File: src/rtl/core/srctok_pkg.sv
// Shared types, token codes and character class helpers for the source tokenizer.
// No dependencies; used by source_tokenizer.
`default_nettype none

package srctok_pkg;

  localparam int unsigned FieldW = 24;
  localparam logic [FieldW-1:0] FieldMax = 24'hFFFFFF;

  // token kinds
  localparam logic [5:0] KindEnd    = 6'd0;
  localparam logic [5:0] KindString = 6'd21;
  localparam logic [5:0] KindIdent  = 6'd22;
  localparam logic [5:0] KindFor    = 6'd23;
  localparam logic [5:0] KindWhile  = 6'd24;
  localparam logic [5:0] KindReturn = 6'd25;
  localparam logic [5:0] KindDo     = 6'd26;
  localparam logic [5:0] KindNew    = 6'd27;
  localparam logic [5:0] KindDelete = 6'd28;
  localparam logic [5:0] KindNull   = 6'd29;
  localparam logic [5:0] KindBool   = 6'd30;
  localparam logic [5:0] KindInt    = 6'd31;
  localparam logic [5:0] KindFloat  = 6'd32;
  localparam logic [5:0] KindError  = 6'd33;
  localparam logic [5:0] KindNone   = 6'd0;

  // error codes
  localparam logic [1:0] ErrNone       = 2'd0;
  localparam logic [1:0] ErrUnfinished = 2'd1;
  localparam logic [1:0] ErrTwoPeriods = 2'd2;
  localparam logic [1:0] ErrUnexpected = 2'd3;

  typedef enum logic [6:0] {
    ModeIdle   = 7'b0000001,
    ModeIdent  = 7'b0000010,
    ModeNumber = 7'b0000100,
    ModeDstr   = 7'b0001000,
    ModeDesc   = 7'b0010000,
    ModeSstr   = 7'b0100000,
    ModeHalt   = 7'b1000000
  } mode_e;

  typedef struct packed {
    logic [5:0]        kind;
    logic [1:0]        err;
    logic [FieldW-1:0] start;
    logic [FieldW-1:0] len;
    logic [FieldW-1:0] line;
    logic              last;
  } tok_t;

  // keyword text packed first byte lowest
  localparam int unsigned NumWords = 9;
  localparam logic [63:0] WordText [NumWords] = '{
    64'h0000_0000_0072_6f66,  // for
    64'h0000_0065_6c69_6877,  // while
    64'h0000_6e72_7574_6572,  // return
    64'h0000_0000_0000_6f64,  // do
    64'h0000_0000_0077_656e,  // new
    64'h0000_6574_656c_6564,  // delete
    64'h0000_0000_6c6c_756e,  // null
    64'h0000_0000_6575_7274,  // true
    64'h0000_0065_736c_6166   // false
  };
  localparam logic [2:0] WordLen [NumWords] = '{
    3'd3, 3'd5, 3'd6, 3'd2, 3'd3, 3'd6, 3'd4, 3'd4, 3'd5
  };
  localparam logic [5:0] WordKind [NumWords] = '{
    KindFor, KindWhile, KindReturn, KindDo, KindNew, KindDelete, KindNull,
    KindBool, KindBool
  };

  function automatic logic is_letter(input logic [7:0] b);
    return (b >= 8'h41 && b <= 8'h5a) || (b >= 8'h61 && b <= 8'h7a) || b == 8'h5f;
  endfunction

  function automatic logic is_digit(input logic [7:0] b);
    return b >= 8'h30 && b <= 8'h39;
  endfunction

  function automatic logic is_eol(input logic [7:0] b);
    return b == 8'h0a || b == 8'h0d;
  endfunction

  function automatic logic is_blank(input logic [7:0] b);
    return b == 8'h20 || b == 8'h09 || b == 8'h0c || b == 8'h0b;
  endfunction

  // punctuator kind, KindNone when the byte is no punctuator
  function automatic logic [5:0] punct_kind(input logic [7:0] b);
    logic [5:0] k;
    unique case (b)
      8'h28:   k = 6'd1;   // (
      8'h29:   k = 6'd2;   // )
      8'h7b:   k = 6'd3;   // {
      8'h7d:   k = 6'd4;   // }
      8'h5b:   k = 6'd5;   // [
      8'h5d:   k = 6'd6;   // ]
      8'h2b:   k = 6'd7;   // +
      8'h2d:   k = 6'd8;   // -
      8'h2a:   k = 6'd9;   // *
      8'h2f:   k = 6'd10;  // /
      8'h7c:   k = 6'd11;  // |
      8'h26:   k = 6'd12;  // &
      8'h3b:   k = 6'd13;  // ;
      8'h3a:   k = 6'd14;  // :
      8'h2c:   k = 6'd15;  // ,
      8'h2e:   k = 6'd16;  // .
      8'h3d:   k = 6'd17;  // =
      8'h3e:   k = 6'd18;  // >
      8'h3c:   k = 6'd19;  // <
      8'h21:   k = 6'd20;  // !
      default: k = KindNone;
    endcase
    return k;
  endfunction

endpackage

`default_nettype wire

File: src/rtl/core/source_tokenizer.sv
// Source tokenizer top level: byte-wise lexer state and a four-entry token queue.
// Depends on srctok_pkg.
//
// Usage: source bytes enter on the s_axis channel, one per request; a zero
// byte ends the stream, yields an end token and restarts position (zero) and
// line (one) for the next stream. Tokens leave on the m_axis channel; tuser
// carries the token kind, tdata the error code, start offset, length and
// line, and tlast marks the final token caused by one source byte.
// Each byte is classified and the next lexer state computed combinationally; the
// resulting zero, one or two tokens are written into a four-entry output
// queue and are registered there before they appear on m_axis.
// Throughput is one byte per cycle while the sink takes tokens as fast as
// they appear; s_axis_tready_o is high whenever the queue has room for two
// tokens, so a byte that ends one token and emits another puts both into the
// queue at once. When the sink stalls, tokens wait in the queue and input is
// held once fewer than two entries are free. Reset empties the queue and
// returns the lexer to idle, position zero, line one.
`default_nettype none

module source_tokenizer #(
  parameter int unsigned POS_WIDTH     = 24,
  parameter int unsigned MAX_IDENT_LEN = 255,
  parameter int unsigned KEYWORD_CHARS = 6
) (
  input  wire logic        clk_i,
  input  wire logic        rst_ni,
  input  wire logic        s_axis_tvalid_i,
  output logic             s_axis_tready_o,
  input  wire logic [7:0]  s_axis_tdata_i,   // [7:0] source_byte
  output logic             m_axis_tvalid_o,
  input  wire logic        m_axis_tready_i,
  output logic [79:0]      m_axis_tdata_o,   // [1:0] error_code, [25:2] start_offset,
                                             // [49:26] token_length, [73:50] line_number,
                                             // [79:74] zero
  output logic [5:0]       m_axis_tuser_o,   // [5:0] token_kind
  output logic             m_axis_tlast_o    // last_of_run
);

  localparam int unsigned ExtW  = (POS_WIDTH > srctok_pkg::FieldW) ? POS_WIDTH
                                                                    : srctok_pkg::FieldW;
  localparam int unsigned WinW  = 8 * KEYWORD_CHARS;
  localparam int unsigned Depth = 4;
  localparam int unsigned PtrW  = 2;

  typedef logic [POS_WIDTH-1:0] pos_t;

  function automatic logic [srctok_pkg::FieldW-1:0] sat_field(input pos_t v);
    logic [ExtW-1:0] e;
    e = ExtW'(v);
    return (e > ExtW'(srctok_pkg::FieldMax)) ? srctok_pkg::FieldMax
                                               : e[srctok_pkg::FieldW-1:0];
  endfunction

  function automatic logic [srctok_pkg::FieldW-1:0] trunc_field(input pos_t v);
    logic [ExtW-1:0] e;
    e = ExtW'(v);
    return e[srctok_pkg::FieldW-1:0];
  endfunction

  function automatic pos_t sat_inc(input pos_t v);
    return (v == '1) ? v : v + pos_t'(1);
  endfunction

  // ---------------- lexer state ----------------
  srctok_pkg::mode_e mode_q, mode_d;
  pos_t              pos_q, pos_d;
  pos_t              line_q, line_d;
  pos_t              start_q, start_d;
  logic [WinW-1:0]   window_q, window_d;
  logic              seen_q, seen_d;

  logic              in_acc;
  logic [7:0]        b;
  pos_t              len;
  srctok_pkg::tok_t  res [2];
  logic [1:0]        res_n;
  logic [5:0]        word_kind;

  assign in_acc = s_axis_tvalid_i && s_axis_tready_o;
  assign b      = s_axis_tdata_i;
  assign len    = pos_q - start_q;

  // keyword lookup over the held identifier prefix
  always_comb begin
    word_kind = srctok_pkg::KindIdent;
    for (int w = 0; w < srctok_pkg::NumWords; w++) begin
      if (len == pos_t'(srctok_pkg::WordLen[w]) && 64'(window_q) == srctok_pkg::WordText[w]) begin
        word_kind = srctok_pkg::WordKind[w];
      end
    end
  end

  always_comb begin
    srctok_pkg::mode_e mid;
    srctok_pkg::tok_t  t;
    logic              done;
    mode_d   = mode_q;
    pos_d    = pos_q;
    line_d   = line_q;
    start_d  = start_q;
    window_d = window_q;
    seen_d   = seen_q;
    res[0]   = '0;
    res[1]   = '0;
    res_n    = 2'd0;
    mid      = mode_q;
    done     = 1'b0;
    t        = '0;
    t.line   = sat_field(line_q);

    // close an identifier or number, or extend it; a second period in a number is an error
    unique case (mode_q)
      srctok_pkg::ModeIdent: begin
        if (srctok_pkg::is_letter(b) && len < pos_t'(MAX_IDENT_LEN)) begin
          for (int k = 0; k < KEYWORD_CHARS; k++) begin
            if (len == pos_t'(k)) window_d[8*k +: 8] = b;
          end
          done = 1'b1;
        end else begin
          t.kind = word_kind;
          t.err  = srctok_pkg::ErrNone;
          t.start = trunc_field(start_q);
          t.len  = sat_field(len);
          res[0] = t;
          res_n  = 2'd1;
          mid    = srctok_pkg::ModeIdle;
        end
      end
      srctok_pkg::ModeNumber: begin
        if (srctok_pkg::is_digit(b) || (b == 8'h2e && !seen_q)) begin
          if (b == 8'h2e) seen_d = 1'b1;
          done = 1'b1;
        end else if (b == 8'h2e) begin
          t.kind  = srctok_pkg::KindError;
          t.err   = srctok_pkg::ErrTwoPeriods;
          t.start = trunc_field(pos_q);
          t.len   = '0;
          res[0]  = t;
          res_n   = 2'd1;
          mode_d  = srctok_pkg::ModeHalt;
          done    = 1'b1;
        end else begin
          t.kind  = seen_q ? srctok_pkg::KindFloat : srctok_pkg::KindInt;
          t.err   = srctok_pkg::ErrNone;
          t.start = trunc_field(start_q);
          t.len   = sat_field(len);
          res[0]  = t;
          res_n   = 2'd1;
          mid     = srctok_pkg::ModeIdle;
        end
      end
      default: ;
    endcase

    if (!done) begin
      mode_d  = mid;
      t.start = trunc_field(pos_q);
      t.len   = '0;
      t.err   = srctok_pkg::ErrNone;
      if (b == 8'h00) begin
        if (mid == srctok_pkg::ModeDstr || mid == srctok_pkg::ModeDesc ||
            mid == srctok_pkg::ModeSstr) begin
          t.kind = srctok_pkg::KindError;
          t.err  = srctok_pkg::ErrUnfinished;
          res[res_n[0]] = t;
          res_n  = res_n + 2'd1;
        end
        t.kind = srctok_pkg::KindEnd;
        t.err  = srctok_pkg::ErrNone;
        res[res_n[0]] = t;
        res_n  = res_n + 2'd1;
        // restart for the next stream
        mode_d   = srctok_pkg::ModeIdle;
        line_d   = pos_t'(1);
        start_d  = '0;
        window_d = '0;
        seen_d   = 1'b0;
      end else begin
        unique case (mid)
          srctok_pkg::ModeDstr, srctok_pkg::ModeSstr: begin
            if ((mid == srctok_pkg::ModeDstr && b == 8'h22) ||
                (mid == srctok_pkg::ModeSstr && b == 8'h27)) begin
              t.kind  = srctok_pkg::KindString;
              t.start = trunc_field(start_q);
              t.len   = sat_field(len);
              res[res_n[0]] = t;
              res_n   = res_n + 2'd1;
              mode_d  = srctok_pkg::ModeIdle;
            end else if (mid == srctok_pkg::ModeDstr && b == 8'h5c) begin
              mode_d = srctok_pkg::ModeDesc;
            end else if (srctok_pkg::is_eol(b)) begin
              line_d = sat_inc(line_q);
            end
          end
          srctok_pkg::ModeDesc: begin
            if (srctok_pkg::is_eol(b)) line_d = sat_inc(line_q);
            mode_d = srctok_pkg::ModeDstr;
          end
          srctok_pkg::ModeHalt: ;
          default: begin
            if (srctok_pkg::punct_kind(b) != srctok_pkg::KindNone) begin
              t.kind = srctok_pkg::punct_kind(b);
              t.len  = srctok_pkg::FieldW'(1);
              res[res_n[0]] = t;
              res_n  = res_n + 2'd1;
            end else if (b == 8'h22 || b == 8'h27) begin
              mode_d  = (b == 8'h22) ? srctok_pkg::ModeDstr : srctok_pkg::ModeSstr;
              start_d = sat_inc(pos_q);
            end else if (srctok_pkg::is_letter(b)) begin
              mode_d   = srctok_pkg::ModeIdent;
              start_d  = pos_q;
              window_d = WinW'(b);
            end else if (srctok_pkg::is_digit(b)) begin
              mode_d  = srctok_pkg::ModeNumber;
              start_d = pos_q;
              seen_d  = 1'b0;
            end else if (srctok_pkg::is_blank(b)) begin
              mode_d = mid;
            end else if (srctok_pkg::is_eol(b)) begin
              line_d = sat_inc(line_q);
            end else begin
              t.kind = srctok_pkg::KindError;
              t.err  = srctok_pkg::ErrUnexpected;
              res[res_n[0]] = t;
              res_n  = res_n + 2'd1;
              mode_d = srctok_pkg::ModeHalt;
            end
          end
        endcase
      end
    end

    pos_d = (!done && b == 8'h00) ? '0 : sat_inc(pos_q);
    res[0].last = (res_n == 2'd1);
    res[1].last = 1'b1;
  end

  always_ff @(posedge clk_i or negedge rst_ni) begin
    if (!rst_ni) begin
      mode_q   <= srctok_pkg::ModeIdle;
      pos_q    <= '0;
      line_q   <= pos_t'(1);
      start_q  <= '0;
      window_q <= '0;
      seen_q   <= 1'b0;
    end else if (in_acc) begin
      mode_q   <= mode_d;
      pos_q    <= pos_d;
      line_q   <= line_d;
      start_q  <= start_d;
      window_q <= window_d;
      seen_q   <= seen_d;
    end
  end

  // ---------------- token queue ----------------
  srctok_pkg::tok_t  mem_q [Depth];
  logic [PtrW-1:0]   wr_q, rd_q;
  logic [PtrW:0]     cnt_q;
  logic [1:0]        push_n;
  logic              pop;

  assign push_n          = in_acc ? res_n : 2'd0;
  assign pop             = m_axis_tvalid_o && m_axis_tready_i;
  assign s_axis_tready_o = (cnt_q <= (PtrW+1)'(Depth - 2));
  assign m_axis_tvalid_o = (cnt_q != '0);

  always_ff @(posedge clk_i) begin
    for (int k = 0; k < Depth; k++) begin
      if (push_n != 2'd0 && wr_q == PtrW'(k)) mem_q[k] <= res[0];
      if (push_n == 2'd2 && wr_q + PtrW'(1) == PtrW'(k)) mem_q[k] <= res[1];
    end
  end

  always_ff @(posedge clk_i or negedge rst_ni) begin
    if (!rst_ni) begin
      wr_q  <= '0;
      rd_q  <= '0;
      cnt_q <= '0;
    end else begin
      wr_q  <= wr_q + PtrW'(push_n);
      if (pop) rd_q <= rd_q + PtrW'(1);
      cnt_q <= cnt_q + (PtrW+1)'(push_n) - (PtrW+1)'(pop);
    end
  end

  assign m_axis_tuser_o = mem_q[rd_q].kind;
  assign m_axis_tlast_o = mem_q[rd_q].last;
  assign m_axis_tdata_o = {6'd0, mem_q[rd_q].line, mem_q[rd_q].len,
                           mem_q[rd_q].start, mem_q[rd_q].err};

  // ---------------- assertions ----------------
  a_queue_bound: assert property (@(posedge clk_i) disable iff (!rst_ni)
    cnt_q <= (PtrW+1)'(Depth))
    else $error("token queue over-filled");

  a_end_restarts: assert property (@(posedge clk_i) disable iff (!rst_ni)
    (in_acc && s_axis_tdata_i == 8'h00) |=> (pos_q == '0 && line_q == pos_t'(1)
                                             && cnt_q != '0))
    else $error("stream end did not restart the lexer or emit a token");

  a_err_code: assert property (@(posedge clk_i) disable iff (!rst_ni)
    m_axis_tvalid_o |-> ((m_axis_tuser_o == srctok_pkg::KindError) ==
                         (m_axis_tdata_o[1:0] != srctok_pkg::ErrNone)))
    else $error("error code does not match token kind");

  a_halt_silent: assert property (@(posedge clk_i) disable iff (!rst_ni)
    (in_acc && mode_q == srctok_pkg::ModeHalt && s_axis_tdata_i != 8'h00)
      |=> (cnt_q <= $past(cnt_q) && mode_q == srctok_pkg::ModeHalt))
    else $error("halted lexer produced a token");

endmodule

`default_nettype wire
File: config.mk
export PLATFORM = sky130hd
export DESIGN_NAME = source_tokenizer
export DESIGN_NICKNAME = d
export VERILOG_FILES = /design/src/rtl/core/srctok_pkg.sv /design/src/rtl/core/source_tokenizer.sv
export SDC_FILE = /design/constraint.sdc
export NUM_CORES = 1
export LEC_CHECK = 0
export ABC_AREA = 0
export BUFFER_PORTS_ARGS = -buffer_cell sky130_fd_sc_hd__buf_2
export CAP_MARGIN = 0
export CORE_MARGIN = 1
export CORE_UTILIZATION = 43
export CTS_BUF_LIST = sky130_fd_sc_hd__clkbuf_8
export CTS_CLUSTER_SIZE = 12
export DETAILED_ROUTE_END_ITERATION = 16
export GPL_ROUTABILITY_DRIVEN = 0
export PLACE_DENSITY = 0.72
export SYNTH_ARGS = -nofsm -noshare
export SYNTH_HDL_FRONTEND = slang
export SYNTH_SLANG_ARGS = --single-unit
File: constraint.sdc
create_clock -name clk_i -period 10.24 [get_ports clk_i]
set_input_delay 1.536 -clock clk_i [delete_from_list [all_inputs] [get_ports clk_i]]
set_output_delay 1.536 -clock clk_i [all_outputs]
set_load 0.1 [all_outputs]
* Yosys cells after proc, flatten, opt, wreduce, memory -nomap -nowiden
Memory sizes are Yosys's and may differ from the RTL's.
Cells that the tools add are included.
** Word-level totals
- RAM bits :: 324
- Memories kept :: 1
- Flip-flop bits (word level) :: 135
- Output and inout bits :: 89
** Memories
- mem_q :: depth 4, width 81, read ports 1, clocked after memory_dff 0, wr ports 2, RTL line source_tokenizer.sv:257 : srctok_pkg::tok_t mem_q [Depth];
** Cells by class
- Muxes and demuxes :: 155
- Add/subtract/negate cells :: 10
- Reduce and logical (&&, ||, !) cells :: 59
- Equal/unequal tests :: 74
- Bitwise operators :: 7
- Order comparisons :: 14
** Operator list (number)
- two-way mux 162 bit :: 12
- two-way mux 81 bit :: 11
- bitwise mux 162 bit :: 5
- two-way mux 24 bit :: 20
- two-way mux 48 bit :: 8
- one-hot mux 162 bit (2 select lines) :: 1
- demux 81 bit (select 1 bit) :: 2
- one-hot mux 81 bit (2 select lines) :: 1
- OR reduction 81 bit :: 2
- equality test 8 x 6 -> 1 bit (second input constant) :: 18
- two-way mux 7 bit :: 16
- one-hot mux 5 bit (20 select lines) :: 1
- equality test 48 x 23 -> 1 bit (second input constant) :: 2
- equality test 48 x 31 -> 1 bit (second input constant) :: 2
- equality test 48 x 39 -> 1 bit (second input constant) :: 2
- equality test 48 x 47 -> 1 bit (second input constant) :: 2
- two-way mux 6 bit :: 15
- equality test 24 x 3 -> 1 bit (second input constant) :: 3
- one-hot mux 24 bit (3 select lines) :: 1
- equality test 8 x 7 -> 1 bit (second input constant) :: 7
- adder 24 x 1 -> 24 bit (second input constant) :: 2
- equality test 24 x 2 -> 1 bit (second input constant) :: 2
- equality test 24 bit (second input constant) :: 2
- equality test 48 x 15 -> 1 bit (second input constant) :: 1
- other kinds (54) :: 181

* Logic depth before layout (Yosys ltp)
- Depth in word-level cells :: 26
- Mapped depth :: 27
- Gate-level depth less buffers :: 25

* Worst setup path before layout
Ideal clock, no wire load.
- Kind :: in2reg
- From :: input port s_axis_tdata_i[5]
- To :: memory mem_q[1][0] (netlist bit) (enable)
- Stages :: 15
- Library setup time :: 619 ps
- Data arrival time :: 10472 ps
- Data required time :: 9621 ps
- Buffers on the path :: 1
- Setup slack :: -852 ps
- Cells stage by stage :: buf_2 -> and4b_1 -> nor4_1 -> or3_1 -> a41o_1 -> a2111oi_4 -> and4_1 -> o21ai_1 -> ha_1 -> or3_1 -> a221o_1 -> o21ai_2 -> o21ai_2 -> a21bo_2 -> nor3_1
** RTL lines
- start: declaration :: RTL line source_tokenizer.sv:29 : input wire logic [7:0] s_axis_tdata_i,
- end: declaration :: RTL line source_tokenizer.sv:257

==> metrics.cfg <==
[synthesis]
synth_xor_area_share_pct=2.00
synth_warnings=0
synth_flop_cell=edfxtp_1
synth_top_area_cell=edfxtp_1
synth_edf_count=323
yosys.cell_count.top_type=edfxtp_1
synth.avg_cell_area_sq_um=11.2
synthMuxAreaShare_pct=12.3
ys_ff_latch=459
ys_seq_area_share_pct=51.6
synth.top_cell.area_share_pct=38.2
synth_fa_ha_area_share_pct=1.88
async_reset_ff_share_pct=29.4
yosysUniqueCellTypes=100
ys_top_cells_by_area=edfxtp_1, dfrtp_1, mux4_2, mux2i_1, nand2_1
synth_top_family_by_area=simple AND/OR/NAND/NOR gates
synthTopCellsByCount=edfxtp_1, nand2_1, nor2_1, dfrtp_1, mux2i_1
syn_area_sq_mm=0.0254
synth_simple_gate_area_share_pct=15.3
synth-compound-area-share_pct=13.1
netlist_instances=2269

[critical_path]
cp_num_buf_inv=3
path_cells=inv_1, ha_1, inv_1, fa_1, a211oi_1, o21ai_2, a31oi_1, xnor2_1, a2111oi_2, and2_1, and4_1, o21ai_1, ha_1, or3b_2, a21oi_1, a21oi_1, o21a_1, nor2_1, a211oi_1, or3_1, nor2_1, or4_4, buf_4, mux2_1
critPathSlowestCell=buf_4
crit_arrival_ns=8.70
path_class=register to register
startpoint_type=register
cp-end-kind=register
cp.depth=24
crit_family=simple AND/OR/NAND/NOR gates
critical_path.max_stage_delay_ns=0.66
ff2ff_path_depth=24
crit_fanout=32
required_ns=10.68

[cts]
numCtsBuffers=79
ctsLongestPathBuffers=3
cts.root.buffer_cell=clkbuf_8
post-cts-setup-buffers=0
clock_latency_ns=0.69
hold_buffers=0
postCtsResizedCells=0
clock_sinks=459
cts_tree=built
path_clk_slew_ns=0.06
htreeDepth=3

[timing]
period_needed_ns=8.26
fmaxAchievable_mhz=121
period_share_pct=80.7
finalHoldViolations=0
finClkSkew_ns=0.0404
worst_slack_ns=1.98
tightest_slew_ns=1.14
finalSetupTns_ns=0
grt_setup_unrepaired=no
drv_slew=0
setup_viol=0
max_slew_margin_pct=23.8
whs_ns=0.486

[final_layout]
fillCellCount=5138
nets=2362
instances_no_fill=3141
drive_above_1_share_pct=15.6
synthToLayoutAreaGrowth_pct=10.1
postLayoutCellArea_sq_mm=0.0280
final_util_pct=48.2

[worst_hold_path]
hold_depth=1
hold_path.class=register to register

[global_routing]
grt_max_degree=80
grt_pass1_vias=19300
grt_pass1_wl_um=111000
antenna_found_initial=2
globalRouteTotalUtil_pct=23.6
overflow=0

[power]
power_mw=8.04
ir_drop_mv=0.316
power_density_mw_per_mm2=288
p_leak_nw=10.5

[floorplan]
die_area_sq_mm=0.0600
die_h_um=245
core_sq_mm=0.0580
start_util_pct=43.8
rows=88
die_w_um=245
num_io_pins=101

[place]
placed_cells=2997
place_ws_ns=2.07
post_dp_cell_area_sq_mm=0.0265
port_buffers=94
post-dp-hpwl_um=45700

[routing]
wire_per_inst_um=22.6
vias=19800
drc=0
ant_nets=0
via_per_inst=6.31
drtIter0Drc=2689
first_pass_iters=6
drt_wl_total_um=70900

[run]
max-cap-violations=0

[status]
status=completed

-- path summary, 6_finish.rpt --
check,start,to,slack [ns]
max in group asynchronous,rst_ni,start_q[10],7.94
worst max register to register,pos_q[0],mem_q[0][77],1.98
worst min-delay path,window_q[47],window_q[47],0.49
worst max-delay path,pos_q[0],mem_q[0][77],1.98
worst min register to register,window_q[47],window_q[47],0.49
min in group asynchronous,rst_ni,window_q[45],0.85
-- state kept, by name (all words and copies together), names as in the netlist --
signal    count
line_q       24
rd_q          2
pos_q        24
wr_q          2
seen_q        1
start_q      24
mem_q       324
cnt_q         3
mode_q        7
window_q     48
-- where the power goes --
part / switching (mW) / total (mW) / internal, mW / leakage [nW]
Clock: 0.773 / 1.59 / 0.818 / 0.865
Combinational: 3.04 / 4.02 / 0.980 / 4.77
Sequential: 0.193 / 2.43 / 2.24 / 4.82
-- cell families after synthesis --
| family | after synthesis |
|---|---|
| other | 1 |
| buffers and inverters | 229 |
| and+or+nand+nor | 782 |
| xor gates and xnor gates | 58 |
| DFF | 459 |
| muxes | 209 |
| AOI/OAI and AO/OA | 494 |
| adders and majority gates | 37 |
-- per-layer routing --
layer / up-vias / share of wire (%) / global-route usage, %
li1: 8714 / - / -
met1: 9814 / 41 / 32.2
met2: 1120 / 46 / 37.0
met3: 165 / 9.7 / 4.42
met4: 0 / 3.4 / 9.80
met5: - / 0 / 0
-- layout make-up --
cell class / count / area (sq um) / share of cell area, %
Clock buffer: 84 / 1160 / 4.13
Multi-Input combinational cell: 1586 / 11400 / 40.9
Timing Repair Buffer: 130 / 747 / 2.67
Clock inverter: 59 / 343 / 1.23
Tap cell: 765 / 957 / 3.42
Antenna cell: 1 / 2.50 / 0.00895
Sequential cell: 459 / 13100 / 46.9
Inverter: 57 / 214 / 0.765
-- cells in the final DEF (no fill, tap or decap), drive strengths merged, types with 8 or more instances in the layout --
cell type  synthesis  final
buf               68    130
or3               22     22
xnor2             23     23
clkbuf           104     84
nand2            257    257
a31oi             14     14
and2              43     43
or2                8      8
nand4             30     30
edfxtp           323    323
o21a              10     10
a22o              24     24
clkinv             0     25
o2bb2ai           11     11
nand3b             8      8
ha                35     35
a21oi            108    108
and4              20     20
xor2              35     35
o211ai            11     11
o31ai             37     37
nor4              27     27
mux2i            123    123
a22oi             29     29
nand3             50     50
o22ai             70     70
nor2             193    193
inv               57     87
dfrtp            133    133
nand2b            12     12
o21ai            101    101
nor2b             13     13
mux4              81     81
and3              32     32
nor3              29     29
a21o              11     11
No activity file was read; power rests on OpenSTA's default activity.
